===== config.mk =====
export PLATFORM = sky130hd
export DESIGN_NAME = dual_detector_peak_finder
export DESIGN_NICKNAME = d
export VERILOG_FILES = /design/src/rtl/dpf_pkg.sv /design/src/rtl/dual_detector_peak_finder.sv /design/src/rtl/dpf_lane.sv /design/src/rtl/dpf_merge.sv
export SDC_FILE = /design/constraint.sdc
export NUM_CORES = 2
export LEC_CHECK = 0
export BUFFER_PORTS_ARGS = -buffer_cell sky130_fd_sc_hd__buf_4
export CORE_MARGIN = 2
export CORE_UTILIZATION = 35
export CTS_BUF_LIST = sky130_fd_sc_hd__clkbuf_16
export DETAILED_ROUTE_END_ITERATION = 8
export PLACE_DENSITY = 0.6
export SKIP_CTS_REPAIR_TIMING = 1
export SYNTH_ARGS = -nofsm -noshare
export SYNTH_HDL_FRONTEND = slang
export SYNTH_HIERARCHICAL = 1
export SYNTH_SLANG_ARGS = --single-unit

===== constraint.sdc =====
create_clock -name clk -period 16.9 [get_ports clk]
set_input_delay 3.38 -clock clk [delete_from_list [all_inputs] [get_ports clk]]
set_output_delay 3.38 -clock clk [all_outputs]
set_load 0.05 [all_outputs]

===== src/rtl/dpf_pkg.sv =====
// dpf_pkg: shared widths, register codes and structs for the dual detector peak finder.
// No dependencies; imported by dpf_lane, dpf_merge and dual_detector_peak_finder.
package dpf_pkg;

	// signal index range; the index counter saturates at the last index
	localparam int MAX_SIGNAL_LENGTH = 1048576;
	localparam int POS_W             = $clog2(MAX_SIGNAL_LENGTH);
	localparam logic [POS_W-1:0] LAST_INDEX = POS_W'(MAX_SIGNAL_LENGTH - 1);

	// u16.16 statistic and window widths
	localparam int LEVEL_W = 32;
	localparam int WIN_W   = 12;
	localparam logic [LEVEL_W-1:0] LEVEL_MAX = '1;

	// masked-until holds a peak index plus a window
	localparam int MASK_W = ((POS_W > WIN_W) ? POS_W : WIN_W) + 1;

	// configuration port
	localparam int CFG_IDX_W  = 3;
	localparam int CFG_DATA_W = LEVEL_W;
	localparam logic [CFG_IDX_W-1:0] REG_PEAK_HEIGHT     = 3'd0;
	localparam logic [CFG_IDX_W-1:0] REG_THRESHOLD_SHORT = 3'd1;
	localparam logic [CFG_IDX_W-1:0] REG_THRESHOLD_LONG  = 3'd2;
	localparam logic [CFG_IDX_W-1:0] REG_WINDOW_SHORT    = 3'd3;
	localparam logic [CFG_IDX_W-1:0] REG_WINDOW_LONG     = 3'd4;

	// stream payload widths
	localparam int S_DATA_W = 2 * LEVEL_W;
	localparam int M_DATA_W = ((POS_W + 7) / 8) * 8;

	// result queue
	localparam int MAX_PER_ITEM = 2;
	localparam int RES_DEPTH    = 8;
	localparam int RES_PTR_W    = $clog2(RES_DEPTH);
	localparam int RES_CNT_W    = RES_PTR_W + 1;

	// what one lane reports for one request
	typedef struct packed {
		logic             emit;
		logic [POS_W-1:0] pos;
		logic             mask;
		logic [MASK_W-1:0] mask_until;
	} lane_out_t;

	// one queued result
	typedef struct packed {
		logic [POS_W-1:0] pos;
		logic             from_long;
		logic             last;
	} result_t;

endpackage


===== src/rtl/dual_detector_peak_finder.sv =====
// dual_detector_peak_finder: top level; index counter, config registers, two lanes, merge.
// Depends on dpf_pkg, dpf_lane and dpf_merge.
//
//  channel | direction | handshake          | payload
//  --------+-----------+--------------------+---------------------------------------------
//  s_*     | in        | s_tvalid/s_tready  | tdata: stat_short, stat_long; tuser: start
//  m_*     | out       | m_tvalid/m_tready  | tdata: peak_position; tuser: from_long; tlast
//  cfg_*   | in        | cfg_wr_en          | cfg_index selects register, cfg_data value
//
// One request per cycle while s_tready is high. The short lane works in the accept cycle, the
// long lane in the cycle after (it takes the short lane's mask from a pipeline register), and a
// result is offered from the result queue, which it enters after the stage 1 register.
// s_tready needs free result-queue space for four results while a request is in the long
// lane, two otherwise; a stalled m_tready fills the eight-entry queue and then stalls input.
// Reset clears the index, both lanes and the queue, and loads the register defaults.
module dual_detector_peak_finder
	import dpf_pkg::*;
(
	input  logic                  clk,
	input  logic                  arst_n,
	input  logic                  s_tvalid,
	output logic                  s_tready,
	input  logic [S_DATA_W-1:0]   s_tdata,   // [31:0] stat_short, [63:32] stat_long
	input  logic [0:0]            s_tuser,   // [0] start_of_signal
	output logic                  m_tvalid,
	input  logic                  m_tready,
	output logic [M_DATA_W-1:0]   m_tdata,   // [19:0] peak_position, [23:20] zero
	output logic [0:0]            m_tuser,   // [0] from_long
	output logic                  m_tlast,   // last_of_item
	input  logic                  cfg_wr_en,
	input  logic [CFG_IDX_W-1:0]  cfg_index,
	input  logic [CFG_DATA_W-1:0] cfg_data
);

	logic [LEVEL_W-1:0] height_q;
	logic [LEVEL_W-1:0] thr_short_q;
	logic [LEVEL_W-1:0] thr_long_q;
	logic [WIN_W-1:0]   win_short_q;
	logic [WIN_W-1:0]   win_long_q;

	logic [POS_W-1:0]   next_idx_q;
	logic [POS_W-1:0]   cur_idx;
	logic               accept;
	logic               room;

	lane_out_t          short_res;
	lane_out_t          long_res;

	logic               v_s1;
	lane_out_t          short_res_s1;
	logic               start_s1;
	logic [POS_W-1:0]   idx_s1;
	logic [LEVEL_W-1:0] stat_long_s1;

	// configuration registers
	always_ff @(posedge clk or negedge arst_n) begin
		if (!arst_n) begin
			height_q    <= LEVEL_W'(26214);
			thr_short_q <= LEVEL_W'(262144);
			thr_long_q  <= LEVEL_W'(229376);
			win_short_q <= WIN_W'(3);
			win_long_q  <= WIN_W'(9);
		end else if (cfg_wr_en) begin
			unique case (cfg_index)
				REG_PEAK_HEIGHT:     height_q    <= cfg_data;
				REG_THRESHOLD_SHORT: thr_short_q <= cfg_data;
				REG_THRESHOLD_LONG:  thr_long_q  <= cfg_data;
				REG_WINDOW_SHORT:    win_short_q <= cfg_data[WIN_W-1:0];
				REG_WINDOW_LONG:     win_long_q  <= cfg_data[WIN_W-1:0];
				default: ;
			endcase
		end
	end

	assign s_tready = room;
	assign accept   = s_tvalid & room;

	// sample index, restarted by start_of_signal, saturating at the last index
	assign cur_idx = s_tuser[0] ? '0 : next_idx_q;

	always_ff @(posedge clk or negedge arst_n) begin
		if (!arst_n) begin
			next_idx_q <= '0;
		end else if (accept) begin
			if (cur_idx < LAST_INDEX) begin
				next_idx_q <= cur_idx + POS_W'(1);
			end else begin
				next_idx_q <= cur_idx;
			end
		end
	end

	// short lane, in the accept cycle
	dpf_lane u_lane_short (
		.clk        (clk),
		.arst_n     (arst_n),
		.step       (accept),
		.clear      (s_tuser[0]),
		.kill       (1'b0),
		.kill_until ('0),
		.idx        (cur_idx),
		.cur        (s_tdata[LEVEL_W-1:0]),
		.thr        (thr_short_q),
		.height     (height_q),
		.win        (win_short_q),
		.win_short  (win_short_q),
		.res        (short_res)
	);

	// stage 1 register between the lanes
	always_ff @(posedge clk or negedge arst_n) begin
		if (!arst_n) begin
			v_s1 <= 1'b0;
		end else begin
			v_s1 <= accept;
		end
	end

	always_ff @(posedge clk) begin
		if (accept) begin
			short_res_s1 <= short_res;
			start_s1     <= s_tuser[0];
			idx_s1       <= cur_idx;
			stat_long_s1 <= s_tdata[S_DATA_W-1:LEVEL_W];
		end
	end

	// long lane, behind the stage 1 register, masked by the short lane's peak
	dpf_lane u_lane_long (
		.clk        (clk),
		.arst_n     (arst_n),
		.step       (v_s1),
		.clear      (start_s1),
		.kill       (short_res_s1.mask),
		.kill_until (short_res_s1.mask_until),
		.idx        (idx_s1),
		.cur        (stat_long_s1),
		.thr        (thr_long_q),
		.height     (height_q),
		.win        (win_long_q),
		.win_short  (win_short_q),
		.res        (long_res)
	);

	// ordering and result queue
	dpf_merge u_merge (
		.clk       (clk),
		.arst_n    (arst_n),
		.valid     (v_s1),
		.short_res (short_res_s1),
		.long_res  (long_res),
		.pending   (v_s1),
		.room      (room),
		.m_tvalid  (m_tvalid),
		.m_tready  (m_tready),
		.m_tdata   (m_tdata),
		.m_tuser   (m_tuser),
		.m_tlast   (m_tlast)
	);

endmodule


===== src/rtl/dpf_lane.sv =====
// dpf_lane: one peak detector (minimum search, peak follow, confirm, emit) with its state.
// Depends on dpf_pkg.
module dpf_lane
	import dpf_pkg::*;
(
	input  logic               clk,
	input  logic               arst_n,
	input  logic               step,
	input  logic               clear,
	input  logic               kill,
	input  logic [MASK_W-1:0]  kill_until,
	input  logic [POS_W-1:0]   idx,
	input  logic [LEVEL_W-1:0] cur,
	input  logic [LEVEL_W-1:0] thr,
	input  logic [LEVEL_W-1:0] height,
	input  logic [WIN_W-1:0]   win,
	input  logic [WIN_W-1:0]   win_short,
	output lane_out_t          res
);

	logic [MASK_W-1:0]  until_q;
	logic               active_q;
	logic [POS_W-1:0]   pidx_q;
	logic [LEVEL_W-1:0] plev_q;
	logic               conf_q;

	logic [MASK_W-1:0]  eff_until;
	logic               eff_active;
	logic [POS_W-1:0]   eff_pidx;
	logic [LEVEL_W-1:0] eff_plev;
	logic               eff_conf;

	logic               nxt_active;
	logic [POS_W-1:0]   nxt_pidx;
	logic [LEVEL_W-1:0] nxt_plev;
	logic               nxt_conf;

	logic               skip;
	logic               rise;
	logic [LEVEL_W-1:0] lev1;
	logic [POS_W-1:0]   idx1;
	logic               over;
	logic               conf1;
	logic [POS_W-1:0]   lag;
	logic               far;

	// state seen by this request: an earlier lane's mask wins over a start clear
	always_comb begin
		if (kill) begin
			eff_until  = kill_until;
			eff_active = 1'b0;
			eff_pidx   = '0;
			eff_plev   = LEVEL_MAX;
			eff_conf   = 1'b0;
		end else if (clear) begin
			eff_until  = '0;
			eff_active = 1'b0;
			eff_pidx   = '0;
			eff_plev   = LEVEL_MAX;
			eff_conf   = 1'b0;
		end else begin
			eff_until  = until_q;
			eff_active = active_q;
			eff_pidx   = pidx_q;
			eff_plev   = plev_q;
			eff_conf   = conf_q;
		end
	end

	// peak follow and confirm terms
	assign skip  = eff_until >= MASK_W'(idx);
	assign rise  = cur > eff_plev;
	assign lev1  = rise ? cur : eff_plev;
	assign idx1  = rise ? idx : eff_pidx;
	assign over  = lev1 > thr;
	assign conf1 = eff_conf | (over & ((lev1 - cur) > height));
	assign lag   = idx - idx1;
	assign far   = MASK_W'(lag) > MASK_W'(win[WIN_W-1:1]);

	// next state and report
	always_comb begin
		nxt_active     = eff_active;
		nxt_pidx       = eff_pidx;
		nxt_plev       = eff_plev;
		nxt_conf       = eff_conf;
		res.emit       = 1'b0;
		res.pos        = idx1;
		res.mask       = 1'b0;
		res.mask_until = MASK_W'(idx1) + MASK_W'(win_short);
		if (!skip) begin
			if (!eff_active) begin
				if (cur < eff_plev) begin
					nxt_plev = cur;
				end else if ((cur - eff_plev) > height) begin
					nxt_plev   = cur;
					nxt_pidx   = idx;
					nxt_active = 1'b1;
				end
			end else begin
				nxt_plev = lev1;
				nxt_pidx = idx1;
				nxt_conf = conf1;
				res.mask = over;
				if (conf1 && far) begin
					res.emit   = 1'b1;
					nxt_active = 1'b0;
					nxt_pidx   = '0;
					nxt_plev   = cur;
					nxt_conf   = 1'b0;
				end
			end
		end
	end

	// detector state
	always_ff @(posedge clk or negedge arst_n) begin
		if (!arst_n) begin
			until_q  <= '0;
			active_q <= 1'b0;
			pidx_q   <= '0;
			plev_q   <= LEVEL_MAX;
			conf_q   <= 1'b0;
		end else if (step) begin
			until_q  <= eff_until;
			active_q <= nxt_active;
			pidx_q   <= nxt_pidx;
			plev_q   <= nxt_plev;
			conf_q   <= nxt_conf;
		end
	end

endmodule


===== src/rtl/dpf_merge.sv =====
// dpf_merge: combines the two lanes' reports into ordered results and queues them.
// Depends on dpf_pkg.
module dpf_merge
	import dpf_pkg::*;
(
	input  logic                clk,
	input  logic                arst_n,
	input  logic                valid,
	input  lane_out_t           short_res,
	input  lane_out_t           long_res,
	input  logic                pending,
	output logic                room,
	output logic                m_tvalid,
	input  logic                m_tready,
	output logic [M_DATA_W-1:0] m_tdata,   // [19:0] peak_position, rest zero
	output logic [0:0]          m_tuser,   // [0] from_long
	output logic                m_tlast    // last_of_item
);

	result_t              mem [RES_DEPTH];
	logic [RES_PTR_W-1:0] wr_ptr_q;
	logic [RES_PTR_W-1:0] rd_ptr_q;
	logic [RES_CNT_W-1:0] count_q;

	logic                 n0;
	logic                 n1;
	logic                 pop;
	result_t              ent_a;
	result_t              ent_b;
	result_t              head;
	logic [RES_CNT_W-1:0] wr_cnt;
	logic [RES_CNT_W-1:0] free;
	logic [RES_CNT_W-1:0] need;

	// short result first; the later of two carries last
	assign n0 = valid & short_res.emit;
	assign n1 = valid & long_res.emit;

	always_comb begin
		ent_b.pos       = long_res.pos;
		ent_b.from_long = 1'b1;
		ent_b.last      = 1'b1;
		if (n0) begin
			ent_a.pos       = short_res.pos;
			ent_a.from_long = 1'b0;
			ent_a.last      = ~n1;
		end else begin
			ent_a = ent_b;
		end
	end

	assign wr_cnt = RES_CNT_W'(n0) + RES_CNT_W'(n1);
	assign pop    = m_tvalid & m_tready;

	// room for the request in flight and one more
	assign free = RES_CNT_W'(RES_DEPTH) - count_q;
	assign need = pending ? RES_CNT_W'(2 * MAX_PER_ITEM) : RES_CNT_W'(MAX_PER_ITEM);
	assign room = free >= need;

	// queue storage
	always_ff @(posedge clk) begin
		if (n0 | n1) begin
			mem[wr_ptr_q] <= ent_a;
		end
		if (n0 & n1) begin
			mem[wr_ptr_q + RES_PTR_W'(1)] <= ent_b;
		end
	end

	// queue pointers
	always_ff @(posedge clk or negedge arst_n) begin
		if (!arst_n) begin
			wr_ptr_q <= '0;
			rd_ptr_q <= '0;
			count_q  <= '0;
		end else begin
			wr_ptr_q <= wr_ptr_q + RES_PTR_W'(wr_cnt);
			if (pop) begin
				rd_ptr_q <= rd_ptr_q + RES_PTR_W'(1);
			end
			count_q <= count_q + wr_cnt - RES_CNT_W'(pop);
		end
	end

	// head of queue drives the result stream
	assign head     = mem[rd_ptr_q];
	assign m_tvalid = count_q != '0;
	assign m_tdata  = M_DATA_W'(head.pos);
	assign m_tuser  = head.from_long;
	assign m_tlast  = head.last;

endmodule

Yosys cells after proc, flatten, opt, wreduce, memory -nomap -nowiden

Memory sizes are Yosys's and may differ from the RTL's.
Index checks and enable logic that the tools add are counted.

Register bits after elaboration: 397
Word-level logic and storage cells: 152
RAM bits: 176
Input port bits: 105
Output and inout bits: 28
Memories: 1

Memories:

| memory      | depth | width | rd ports | clocked after Yosys merged registers in | write ports | line            | text |
|---|---|---|---|---|---|---|---|
| u_merge.mem | 8     | 22    | 1        | 0                                       | 2           | dpf_merge.sv:20 | `result_t mem [RES_DEPTH];` |

Equal/unequal tests: 4
Add/sub/neg operators: 15
Bitwise operators: 12
Reductions and logical operators: 10
Multiplexer cells: 67
Magnitude comparators: 16

Operator list:

| operator                                                              | count |
|---|---|
| 32-bit two-way mux                                                    | 15 |
| 20-bit two-way mux                                                    | 17 |
| 32-bit greater-than comparator                                        | 8 |
| 32-bit subtractor                                                     | 4 |
| 32-bit less-than comparator                                           | 2 |
| 21-bit two-way mux                                                    | 3 |
| 21-bit by 20-bit >= comparator with 1-bit output                      | 2 |
| 20-bit by 11-bit greater-than comparator with 1-bit output            | 2 |
| 20-bit subtractor                                                     | 2 |
| 1-bit two-way mux                                                     | 30 |
| 22-bit two-way mux                                                    | 1 |
| 20-bit by 12-bit adder with 21-bit output                             | 1 |
| 20-bit by 1-bit adder with 20-bit output, second input constant       | 1 |
| 20-bit less-than comparator, second input constant                    | 1 |
| 2-bit AND reduction                                                   | 5 |
| 1-bit bitwise AND                                                     | 7 |
| 3-bit by 1-bit adder with 3-bit output, second input constant         | 2 |
| 3-bit by 2-bit equality test with 1-bit output, second input constant | 2 |
| 4-bit adder                                                           | 1 |
| 4-bit >= comparator                                                   | 1 |
| 4-bit nonzero test                                                    | 1 |
| 4-bit by 1-bit subtractor with 4-bit output                           | 1 |
| 4-bit subtractor, first input constant                                | 1 |
| 3-bit adder                                                           | 1 |
| other kinds (9)                                                       | 13 |

Depth between registers and ports, before layout

Depth after elaboration: 16
Gate-level depth with buffers: 49
Gate-level depth less buffers: 46

By module

Netlist, hierarchy kept.

Modules (own cells, without submodules):

| module                    | times used | sequential area each (µm²) | area each (µm²) | cells each |
|---|---|---|---|---|
| dpf_lane at u_lane_short  | 1          | 1916.8                     | 12929.9         | 1742 |
| dpf_lane at u_lane_long   | 1          | 1916.8                     | 12653.4         | 1673 |
| dpf_merge                 | 1          | 5375.2                     | 9467.8          | 644 |
| dual_detector_peak_finder | 1          | 6431.2                     | 8710.9          | 505 |

Worst setup path before layout

OpenSTA, ideal clock, no wires.

Path type: input-to-reg
Start: input s_tuser
End: register u_lane_short.plev_q[10]
Cell stages on the path: 37
Library setup time: 73 ps
Data required time: 16827 ps
Path slack: 6396 ps
Arrival time: 10431 ps
Buffers on the path: 7
Cells stage by stage: or2_2 -> clkbuf_1 -> clkbuf_1 -> nor2_1 -> fa_1 -> a211oi_1 -> o31ai_2 -> o31ai_2 -> a211oi_2 -> o21ai_4 -> buf_6 -> buf_4 -> buf_2 -> buf_1 -> a21oi_1 -> ha_1 -> a21o_1 -> a21o_1 -> a21o_1 -> or3b_2 -> o21ai_1 -> o21ai_0 -> nor3_1 -> o21bai_1 -> a21oi_1 -> xnor2_1 -> ha_1 -> and3_1 -> nand4_1 -> nor3_1 -> o21ai_0 -> a32oi_1 -> and2_1 -> o21a_1 -> buf_2 -> nand2_1 -> a21oi_1

Longest elaborated chain between the ends: 11
Elaborated cells between the ends (all ways): 26
Classes of those cells: 3 x add/sub; 7 x order compare; 13 x mux; 2 x bitwise; 1 x reduce/logical

Ends and longest elaborated chain:

| element                        | line                            | text |
|---|---|---|
| start, declared                | dual_detector_peak_finder.sv:24 | `input logic [0:0] s_tuser,` |
| 32-bit two-way mux             | dpf_lane.sv:55                  | `end else if (clear) begin` |
| 32-bit greater-than comparator | dpf_lane.sv:72                  | `assign rise = cur > eff_plev;` |
| 32-bit two-way mux             | dpf_lane.sv:73                  | `assign lev1 = rise ? cur : eff_plev;` |
| 32-bit subtractor              | dpf_lane.sv:76                  | `assign conf1 = eff_conf \| (over & ((lev1 - cur) > height));` |
| 32-bit greater-than comparator | dpf_lane.sv:76                  |  |
| 1-bit bitwise AND              | dpf_lane.sv:76                  |  |
| 1-bit OR                       | dpf_lane.sv:76                  |  |
| 1-bit logical AND              | dpf_lane.sv:104                 | `if (conf1 && far) begin` |
| 32-bit two-way mux             | dpf_lane.sv:104                 |  |
| 32-bit two-way mux             | dpf_lane.sv:91                  | `if (!eff_active) begin` |
| 32-bit two-way mux *           | dpf_lane.sv:90                  | `if (!skip) begin` |
| end signal, assigned           | dpf_lane.sv:127                 | `plev_q <= nxt_plev;` |
| end, declared                  | dpf_lane.sv:24                  | `logic [LEVEL_W-1:0] plev_q;` |

Mark *: on every way between the ends. The rest lies on a longest branch, timed or not.
A chain may end at the register's enable or synchronous reset.

==> run_results.csv <==
group,metric,value,unit
status,outcome,"completed",
power_and_ir_drop,clkPwrFrac,0.184,
clock_network,cts_buffers,70,
yosys,ys_warn_count,6,
floorplan,initial_core_util,0.353,
power_and_ir_drop,power.switching,3.69,mW
grt,grt_pass1_vias,33600,
worst_setup_path,crit_start,"short_res_s1[21]$_DFFE_PP_",
yosys,syn_inst,4473,
sta,fin_ws,4.54,ns
final_layout,finalNonFillerCells,6204,
drt,dr.max_layer_used,"met5",
floorplan,die_area,126000,µm²
sta,slew-limit-headroom,0.213,
drt,drc,0,
floorplan,core_area,122000,µm²
worst_setup_path,start_kind,"register",
place,port_buffers,128,
power_and_ir_drop,ir_worst_vdd,0.145,mV
place,preCtsSetupSlack,4.08,ns
floorplan,die_h,355,µm
power_and_ir_drop,p_int,4.56,mW
sta,rsz0062_at_grt,"no",
power_and_ir_drop,powerDensity,172,nW/µm²
sta,slew_viol_final,0,
drt,wl_met1,63.6,mm
yosys,netlist_area,43100,µm²
worst_setup_path,critPathSlowestCell,"nand2_1",
place,placedCellCount,6076,
sta,setup_viol,0,
drt,wl_met2,56.2,mm
grt,grt_max_degree,97,
worst_setup_path,reg2reg_depth,41,
worst_setup_path,end_kind,"register",
floorplan,placementRows,128,
sta,fin_setup_tns,0,ns
final_layout,layout-drive-gt1-share,0.149,
worst_setup_path,required,17.16,ns
clock_network,htreeDepth,3,
power_and_ir_drop,p_leak,20.2,nW
grt,grt_pass1_wl,202,mm
sta,hold_viol,0,
sta,timing.final.crit_share,0.731,
clock_network,cts_tree,"yes",
worst_setup_path,cp-endpoint,"u_merge/mem[2][3]$_DFFE_PP_",
sta,finalCriticalPeriod,12.36,ns
drt,drtAntennaViolNets,0,
drt,drt-total-wl,131,mm
drt,num_vias,35200,
sta,fmax,80.9,MHz
worst_setup_path,crit_path_max_incr_delay,0.73,ns
worst_setup_path,r2r_setup_slack,4.54,ns
grt,overflow,0,
drt,drt-initial-drc-count,3679,
power_and_ir_drop,seq_power_share,0.267,
clock_network,insertion_delay,0.65,ns
clock_network,clk_pin_slew,0.06,ns
drt,first_pass_iters,6,
worst_setup_path,crit_type,"register to register",
worst_setup_path,r2r_start,"short_res_s1[21]$_DFFE_PP_",
power_and_ir_drop,p_comb_frac,0.548,
hold_path,min_path_type,"register to register",
final_layout,num_antenna_cells,0,
floorplan,ioPinCount,133,
grt,grt_usage,0.204,
sta,hold_ws,0.486,ns
place,dpl.hpwl,97.3,mm
drt,viasPerCell,5.67,
clock_network,root_buffer,"clkbuf_16",
final_layout,nFillCells,12000,
floorplan,die_w,355,µm
grt,antenna_found_initial,9,
clock_network,clock-sinks,572,
power_and_ir_drop,swShare,0.447,
hold_path,min_from,"u_merge/mem[0][0]$_SDFFE_PP1N_",
worst_setup_path,critPathArrivalTime,12.62,ns
sta,clock_skew,0.0304,ns
run,maxCapViolations,0,
final_layout,area_growth,11.2,%
yosys,syn_avg_cell_area,9.63,µm²
sta,worst_pin_slew,1.17,ns
worst_setup_path,r2r_end,"u_merge/mem[2][3]$_DFFE_PP_",
drt,wl_per_cell,21.1,µm
final_layout,nNetsFinal,5081,
worst_setup_path,critical_path.max_fanout,76,
drt,met3_length,8.25,mm
clock_network,clock_tree.buffer_depth,3,
place,gp_congestion,0.942,
## registers in the layout, indices dropped and copies added (netlist names), 4 cells and up
register	flops
win_long_q	11
u_lane_long/plev_q	32
height_q	32
u_merge/count_q	4
next_idx_q	20
u_lane_short/pidx_q	20
u_lane_short/plev_q	32
u_lane_short/until_q	21
short_res_s1	43
stat_long_s1	32
thr_short_q	32
thr_long_q	32
u_lane_long/pidx_q	20
win_short_q	12
u_merge/mem	176
u_lane_long/until_q	21
idx_s1	20
## per-layer routing
layer / vias up / global-route usage
met5: - / 0
met4: 2 / 0.0526
met3: 169 / 0.0278
met2: 1214 / 0.306
met1: 17100 / 0.306
li1: 16600 / -
## through the flow
stage	instance area, µm²	utilization	power (mW)
floorplan	43200	-	5.43
global placement	45600	0.374	6.62
detailed placement	45600	0.374	6.69
CTS	47900	0.393	8.25
global route	47900	0.393	8.88
finish	47900	0.393	8.25
## power groups by stage
stage	Clock, mW	Sequential [mW]	Combinational, mW
after CTS	1.56	2.20	4.49
final	1.52	2.21	4.52
after floorplan	0	2.06	3.37
after detailed placement	0	2.22	4.46
after global placement	0	2.22	4.40
after global routing	1.60	2.25	5.02
## cell type report
| type | instances | area [µm²] | area share |
|---|---|---|---|
| Clock inverter | 56 | 489 | 0.0102 |
| Timing Repair Buffer | 192 | 1450 | 0.0302 |
| Inverter | 374 | 1410 | 0.0294 |
| Sequential cell | 572 | 15600 | 0.326 |
| Multi-Input combinational cell | 3313 | 25100 | 0.524 |
| Clock buffer | 72 | 1800 | 0.0376 |
| Tap cell | 1625 | 2030 | 0.0424 |
## critical path: cells and delay by family, from the launching register on
kind	cells	cell delay (ns)
fa+ha+maj	5	1.59
buf+inv	5	1.21
simple gates	13	3.96
xor+xnor	1	0.16
flops	1	0.34
compound gates	17	4.70
## cell usage in the layout (no fill, tap or decap), types with 24 or more instances in the layout
master,instances
a22o_1,200
conb_1,27
nand2_1,260
o21ai_1,28
o32a_1,30
o21a_1,67
xnor2_1,115
mux2_2,183
mux4_2,44
a31oi_1,32
edfxtp_1,256
a211oi_1,60
a221o_1,24
o211ai_1,24
clkbuf_16,72
o21ai_0,215
a21oi_1,394
and3_1,58
nand3_1,56
inv_1,380
dfrtp_1,219
a21o_1,69
ha_1,444
and2_1,27
nor3_1,52
o31ai_1,28
buf_4,191
nand2b_1,30
mux2i_1,43
nand4_1,62
nor2_1,337
xor2_1,47
dfstp_2,79
nor2b_1,56
## how the worst min path moves through the flow
stage / slack, ns / depth (start not counted) / to
after floorplan: 0.45 / 2 / u_merge/mem[3][0]$_SDFFE_PP1N_
after global placement: 0.47 / 2 / u_lane_short/pidx_q[12]$_DFFE_PN0P_
after detailed placement: 0.48 / 2 / u_merge/mem[6][0]$_SDFFE_PP1N_
after CTS: 0.49 / 2 / u_merge/mem[6][0]$_SDFFE_PP1N_
after global routing: 0.50 / 2 / u_lane_short/pidx_q[12]$_DFFE_PN0P_
final: 0.49 / 2 / u_merge/mem[0][0]$_SDFFE_PP1N_
(Power assumes the default switching activity.)
